$ cat src/lzr_pkg.sv
// Shared types and constants for the LZSS ring decompressor.
`timescale 1ns / 1ps
`default_nettype none
package lzr_pkg;

    localparam int RING_AW    = 10;
    localparam int RING_DEPTH = 1 << RING_AW;
    localparam logic [RING_AW-1:0] RING_START = 10'd958;

    localparam int CNT_W  = 24;   // decoded length and produced count
    localparam int LEN_W  = 7;    // match length, 3..66
    localparam logic [LEN_W-1:0] LEN_BIAS = 7'd3;

    localparam logic CMD_START = 1'b0;
    localparam logic CMD_BYTE  = 1'b1;

    localparam logic [1:0] BC_ONE = 2'd1;
    localparam logic [1:0] BC_TWO = 2'd2;

    typedef enum logic [2:0] {
        S_CLEAR,
        S_IDLE,
        S_DECODE,
        S_MRD,
        S_MWR
    } t_state;

    typedef struct packed {
        logic latch;       // capture the accepted input transaction
        logic start;       // reset stream registers, rewind clear sweep
        logic clear_wr;    // write one zero during the clear sweep
        logic load_flag;   // load a new flag byte
        logic literal;     // emit and store a literal byte
        logic store_low;   // hold the low offset byte of a match
        logic match_start; // set up the copy of a match
        logic mrd;         // read one history byte
        logic mwr;         // store the history byte just read; emit it or hold it for a pair
    } t_dp_cmd;

    typedef struct packed {
        logic is_start;
        logic done;
        logic phase;
        logic flag_needed;
        logic flag_lit;
        logic last_byte;
        logic need_slot;
        logic slot_free;
        logic clr_last;
    } t_dp_stat;

endpackage
`default_nettype wire

$ cat src/lzr_ctrl.sv
// Controller state machine of the LZSS ring decompressor.
`timescale 1ns / 1ps
`default_nettype none
module lzr_ctrl
    import lzr_pkg::*;
(
    input  wire            i_clk,
    input  wire            i_rst_n,
    input  wire            i_s_tvalid,
    output logic           o_s_tready,
    input  wire t_dp_stat  i_stat,
    output t_dp_cmd        o_cmd
);

    t_state r_state;
    t_state n_state;

    always_ff @(posedge i_clk) begin
        if (!i_rst_n) begin
            r_state <= S_CLEAR;
        end else begin
            r_state <= n_state;
        end
    end

    always_comb begin
        n_state    = r_state;
        o_cmd      = '0;
        o_s_tready = 1'b0;
        unique case (r_state)
            S_CLEAR: begin
                o_cmd.clear_wr = 1'b1;
                if (i_stat.clr_last) begin
                    n_state = S_IDLE;
                end
            end
            S_IDLE: begin
                o_s_tready = 1'b1;
                if (i_s_tvalid) begin
                    o_cmd.latch = 1'b1;
                    n_state     = S_DECODE;
                end
            end
            S_DECODE: begin
                if (i_stat.is_start) begin
                    o_cmd.start = 1'b1;
                    n_state     = S_CLEAR;
                end else if (i_stat.done) begin
                    n_state = S_IDLE;
                end else if (!i_stat.phase) begin
                    if (i_stat.flag_needed) begin
                        o_cmd.load_flag = 1'b1;
                        n_state         = S_IDLE;
                    end else if (i_stat.flag_lit) begin
                        // hold until the output register can take the byte
                        if (i_stat.slot_free) begin
                            o_cmd.literal = 1'b1;
                            n_state       = S_IDLE;
                        end
                    end else begin
                        o_cmd.store_low = 1'b1;
                        n_state         = S_IDLE;
                    end
                end else begin
                    o_cmd.match_start = 1'b1;
                    n_state           = S_MRD;
                end
            end
            S_MRD: begin
                o_cmd.mrd = 1'b1;
                n_state   = S_MWR;
            end
            S_MWR: begin
                if (!i_stat.need_slot || i_stat.slot_free) begin
                    o_cmd.mwr = 1'b1;
                    n_state   = i_stat.last_byte ? S_IDLE : S_MRD;
                end
            end
            default: begin
                n_state = S_CLEAR;
            end
        endcase
    end

endmodule
`default_nettype wire

$ cat config.mk
export PLATFORM = sky130hd
export DESIGN_NAME = lzr_ctrl
export DESIGN_NICKNAME = d
export VERILOG_FILES = /design/src/lzr_pkg.sv /design/src/lzr_ctrl.sv
export SDC_FILE = /design/constraint.sdc
export NUM_CORES = 1
export LEC_CHECK = 0
export BUFFER_PORTS_ARGS = -buffer_cell sky130_fd_sc_hd__buf_4
export CAP_MARGIN = 30
export CORE_AREA = 4 4 41 43
export DETAILED_ROUTE_END_ITERATION = 10
export DIE_AREA = 0 0 45 47
export HOLD_SLACK_MARGIN = 0.02
export PLACE_DENSITY = 0.47
export SLEW_MARGIN = 20
export SYNTH_ARGS = -nofsm -noshare
export SYNTH_HDL_FRONTEND = slang
export SYNTH_SLANG_ARGS = --single-unit
export TNS_END_PERCENT = 20
$ cat constraint.sdc
create_clock -name i_clk -period 1.9 [get_ports i_clk]
set_input_delay 0 -clock i_clk [delete_from_list [all_inputs] [get_ports i_clk]]
set_output_delay 0 -clock i_clk [all_outputs]
set_load 0.02 [all_outputs]
# Yosys cells after proc, flatten, opt, wreduce, memory -nomap -nowiden
# Index checks and enable logic that the tools add are counted.
# word_totals
elab_cells,43
reg_bits,3
output_inout_bits,10
inputBits,12
# classes
n_eq_ne,8
n_mux,30
reduce_logical,4
# ops
operator,count
3-bit two-way mux,10
3-bit one-hot mux with 5 select lines,1
1-bit two-way mux,14
4-bit two-way mux,3
7-bit inequality test (second input constant),1
3-bit by 2-bit equality test with 1-bit output (second input constant),2
2-bit inequality test (second input constant),3
2-bit two-way mux,2
4-bit AND reduction,1
3-bit by 1-bit equality test with 1-bit output (second input constant),1
3-bit equality test (second input constant),1
3-bit zero test,1
1-bit zero test,1
1-bit logical OR,1

# Logic depth before layout (Yosys ltp)
# depth
depth_word,7
ltp_mapped,5
ltp_nobuf,4

# Least setup slack after synthesis
# Ideal clock, no wire load.
# synth_timing
kind,register -> register
start,register r_state[2]
end,register r_state[1]
synth_period_minus_slack_ns,1.788
setup_time_ns,0.062
setup_slack_ns,0.112
path_stages_with_launch,5
arrival_ns,1.727
path_buffers,1
required_ns,1.838
path_cell_list,dfxtp_1 > buf_6 > or2_4 > nor4b_1 > o311a_1
# synth_via
elab_chain_cells,3
elab_cells_between_ends,11
cone_classes,eq/ne: 8; mux: 1; reduce/logical: 2
# synth_lines
element,line_no,source
"start, declared",lzr_ctrl.sv:15,t_state r_state;
"start signal, assigned",lzr_ctrl.sv:22,r_state <= n_state;
"3-bit by 2-bit equality test with 1-bit output, or another cell as far along",lzr_ctrl.sv:30,unique case (r_state)
7-bit inequality test (no line) / 2-bit inequality test (equally long branches),--,
4-bit AND reduction (no line),--,
# Parallel ways exist; a longest one is shown, timed or not.
# A chain may end at the register's enable or synchronous reset.

==> run summary <==
After routing, the total negative slack on setup checks comes to 0 ps. Synthesis inferred 3 register bits. At the worst endpoint, the required time is 1900 ps.

Predominant post-synthesis flop cell: sky130_fd_sc_hd__dfxtp_1. Count of nets left with antenna violations after detail routing: 0. The share of the clock period used by the worst path was 0.890. Post-CTS timing repair inserted 0 buffers for setup. Ranked by total cell area, the synthesized netlist is headed by sky130_fd_sc_hd__dfxtp_1 20%, sky130_fd_sc_hd__nor2_1 8.8%, sky130_fd_sc_hd__nand2_1 6.3%.

In this run the critical register-to-register path is captured at r_state[0]. Entering global routing, the biggest net connects 10 pins. The logs give 298 µm² for the summed instance area of the synthesized netlist and 0 for the hold violation count in the final report.

The floorplan step defined a die boundary enclosing 2120 µm². Share of final-layout standard cells stronger than drive strength 1: 0.455. In the routed design, unresolved DRC markers number 0. The count of standard-cell rows is 13, and the width of the chip is 45 µm. Setup repair after global routing left no endpoint under its margin. Buffers inserted during clock tree synthesis total 3. The tools report the number of antenna violations at the first check in global routing as 0. VDD sags by at most 0.278 mV. Number of cells traversed by the worst register-to-register path: 4. The part of the power in registers was 0.240; the power density of the placed cells was 872 nW/µm². The post-synthesis async set-or-reset flop share was 0; the cell area after placement was 470 µm².

The number of flip-flops under the largest register name is 3, and the worst setup slack for register-to-register paths is 330 ps. Summing all non-filler instances in the final layout gives an area of 497 µm². The logs give 388 for the via count of the first global-routing pass and 22 for the count of pins on the block boundary. The switching share of total power is 0.397, and the headroom to the max-slew limit is 0.688. The worst setup skew after layout is 3.57 ps. Among all cell types in the netlist, the one instantiated most often is sky130_fd_sc_hd__nor2_1.

The core occupancy in the finished layout is 0.382, and the weighted congestion reported at the end of routability-driven placement is 0.731. The internal power component was 261 µW; the number of warnings printed during yosys synthesis was 0. Walking the worst path, the cells encountered are nand2b_1 -> or4_4 -> nor3_1 -> buf_4. From synthesis to final layout, the design area changed by 66.8%. The final route contains 379 vias. The total of fill cells in the finished design was 159.

The global-route wire length before repair was 1390 µm; the leakage dissipation was 0.232 nW. After layout, the design draws a total of 433 µW. Met3 layer usage reported by global route: 0.0153. Startpoint type of the worst setup path: a flop. In this run the critical register-to-register path is launched from r_state[0].

The largest registers in the layout are r_state x3. Counting flops with a built-in enable in the synthesized netlist gives 0. The met1 usage is 0.0973. In this run the worst hold path is classified as in2reg.

Once the clock tree was built, the resizer swapped 0 gates to a different size. Counting buffers and inverters, the worst setup path is 4 cells deep. The count of buffering cells on the critical path with inverters included was 1. In the final routed layout, each cell accounts on average for 10.7 µm.

STA classifies the critical path endpoint as an output port. Among cell families on the critical path, the largest total delay comes from simple AND/OR/NAND/NOR gates. For the total count of max-transition violations in the final report, the log shows 0. At the end of the flow, the number of nets in the layout was 79.

The signal arrival time at the worst endpoint came out at 1690 ps. The met2 track utilization from global routing was 0.161. The floorplan step defined a core boundary enclosing 1300 µm². TritonCTS built the clock tree. The leading area contributor after synthesis was sky130_fd_sc_hd__dfxtp_1. The synthesized area per cell was 7.26 µm².

Number of violations reported at the end of detailed-routing iteration 0: 3. The tools report the first-pass iteration count of the detailed router as 4. For this design, the slowest cell found on the critical path is sky130_fd_sc_hd__or4_4.

The multi-input combinational cells in the finished layout cover a total of 219 µm². The highest net fanout along the worst path is 9, and the area used by sequential logic in the layout is 60.1 µm². The post-synthesis sequential area ratio is 0.202.

Wires add up to 867 µm. The tools report the effective utilization at floorplan as 0.229. The setup path with the least slack is of type reg2out. The transition time of the tightest slew-check pin works out to 461 ps.

The count of buffers inserted at the top-level ports is 21, and the switching power is 172 µW. Clock latency on the worst-skew pair, taken at its later pin, is 230 ps. The run finished with clean final reports. Counting along the longest clock path gives a buffer depth of 2. In the routed layout, each cell is associated on average with a via count of 4.68. The run gives 0.0915 as the aggregate global-route resource usage. Count of unique library cells instantiated by Yosys: 24. The upper clock frequency limit came out at 591 MHz. Summed over all nets, the half-perimeter wirelength after detailed placement is 748 µm.

The power share of the combinational group is 0.509, and the total nets after synthesis is 53. The root buffer cell chosen for the clock tree is sky130_fd_sc_hd__clkbuf_4. After global routing, the most crowded layer is met2.

The area share of the leading cell type in the synthesized netlist is 0.202. Largest stage delay on the critical path: 530 ps. The critical path starts at r_state[0]. Max-cap violations in this run came to 0. The last element of the critical path is o_cmd[4]. The logs give 33.0 ps for the smallest hold slack and 0.250 for the fraction of power consumed by the clock network. After clock tree synthesis, the clock-pin slew on the worst setup and hold paths is 40 ps. In the synthesized netlist, the cells that appear most often are 7 x sky130_fd_sc_hd__nor2_1, 5 x sky130_fd_sc_hd__nand2_1, 3 x sky130_fd_sc_hd__dfxtp_1, 3 x sky130_fd_sc_hd__nor3_1. The height of the die is 47 µm. The number of H-tree levels came out at 1. The global route total overflow was 0.

The register with the most flip-flops is r_state. For the cell count after synthesis, the log shows 41. The routed design could run at a clock period as short as 1690 ps.

The number of antenna diodes in the final layout is 0. The number of sinks on the clock net came out at 3. Setup violations remaining at the end of the flow were counted as 0. Hold repair after CTS inserted 0 buffers.
## how the worst min path moves through the flow
stage	start	cells after the start	endpoint	slack [ps]
after floorplan	i_stat[5]	1	o_cmd[3]	80
after global placement	i_rst_n	2	r_state[2]	260
after detailed placement	i_rst_n	2	r_state[2]	270
after CTS	i_rst_n	2	r_state[1]	30
after global routing	i_rst_n	2	r_state[1]	30
final	i_rst_n	2	r_state[2]	30
## cell families after synthesis
family,count (synthesis),synth area share
AND/OR/NAND/NOR,28,0.567
multiplexers,1,0.0336
buffers and inverters,3,0.0630
AO/OA/AOI/OAI,6,0.134
flip-flops,3,0.202
## metrics by stage
step	instances	setup slack, ps
global placement	77	351
floorplan	41	112
global route	81	54.7
finish	81	209
detailed placement	77	320
CTS	81	192
## worst register-to-register path: cells and delay by family, from the launching register on
family / cells / cell delay [ps]
AND/OR/NAND/NOR: 2 / 730
flip-flops: 1 / 360
multiplexers: 1 / 210
AO/OA/AOI/OAI: 1 / 190
## layout by cell type, fill, tap and decap left out, types with 2 or more instances in the layout
master,count
sky130_fd_sc_hd__buf_4,22
sky130_fd_sc_hd__clkbuf_4,3
sky130_fd_sc_hd__dfxtp_1,3
sky130_fd_sc_hd__inv_1,2
sky130_fd_sc_hd__nand2_1,5
sky130_fd_sc_hd__nand2b_1,2
sky130_fd_sc_hd__nor2_1,7
sky130_fd_sc_hd__nor2b_1,2
sky130_fd_sc_hd__nor3_1,3
## layer usage
| metal | wire [µm] | share of wire | vias up |
|---|---|---|---|
| li1 | - | - | 196 |
| met1 | 372 | 0.43 | 167 |
| met2 | 410 | 0.47 | 16 |
| met3 | 85 | 0.098 | 0 |
| met4 | 0 | 0 | 0 |
| met5 | 0 | 0 | - |
## power groups by stage
stage	Sequential [mW]	Clock, mW	Combinational [mW]
after floorplan	0.0979	0	0.136
after global placement	0.104	0	0.225
after detailed placement	0.105	0	0.224
after CTS	0.104	0.112	0.225
after global routing	0.108	0.116	0.239
final	0.104	0.108	0.221
## area by class of cell
cell class,count,share of cell area
multi-input cells,35,0.441
flip-flops and latches,3,0.121
inverters,2,0.0151
clock buffers,4,0.0529
repair buffers,22,0.332
well taps,15,0.0378
(Power assumes the default switching activity.)
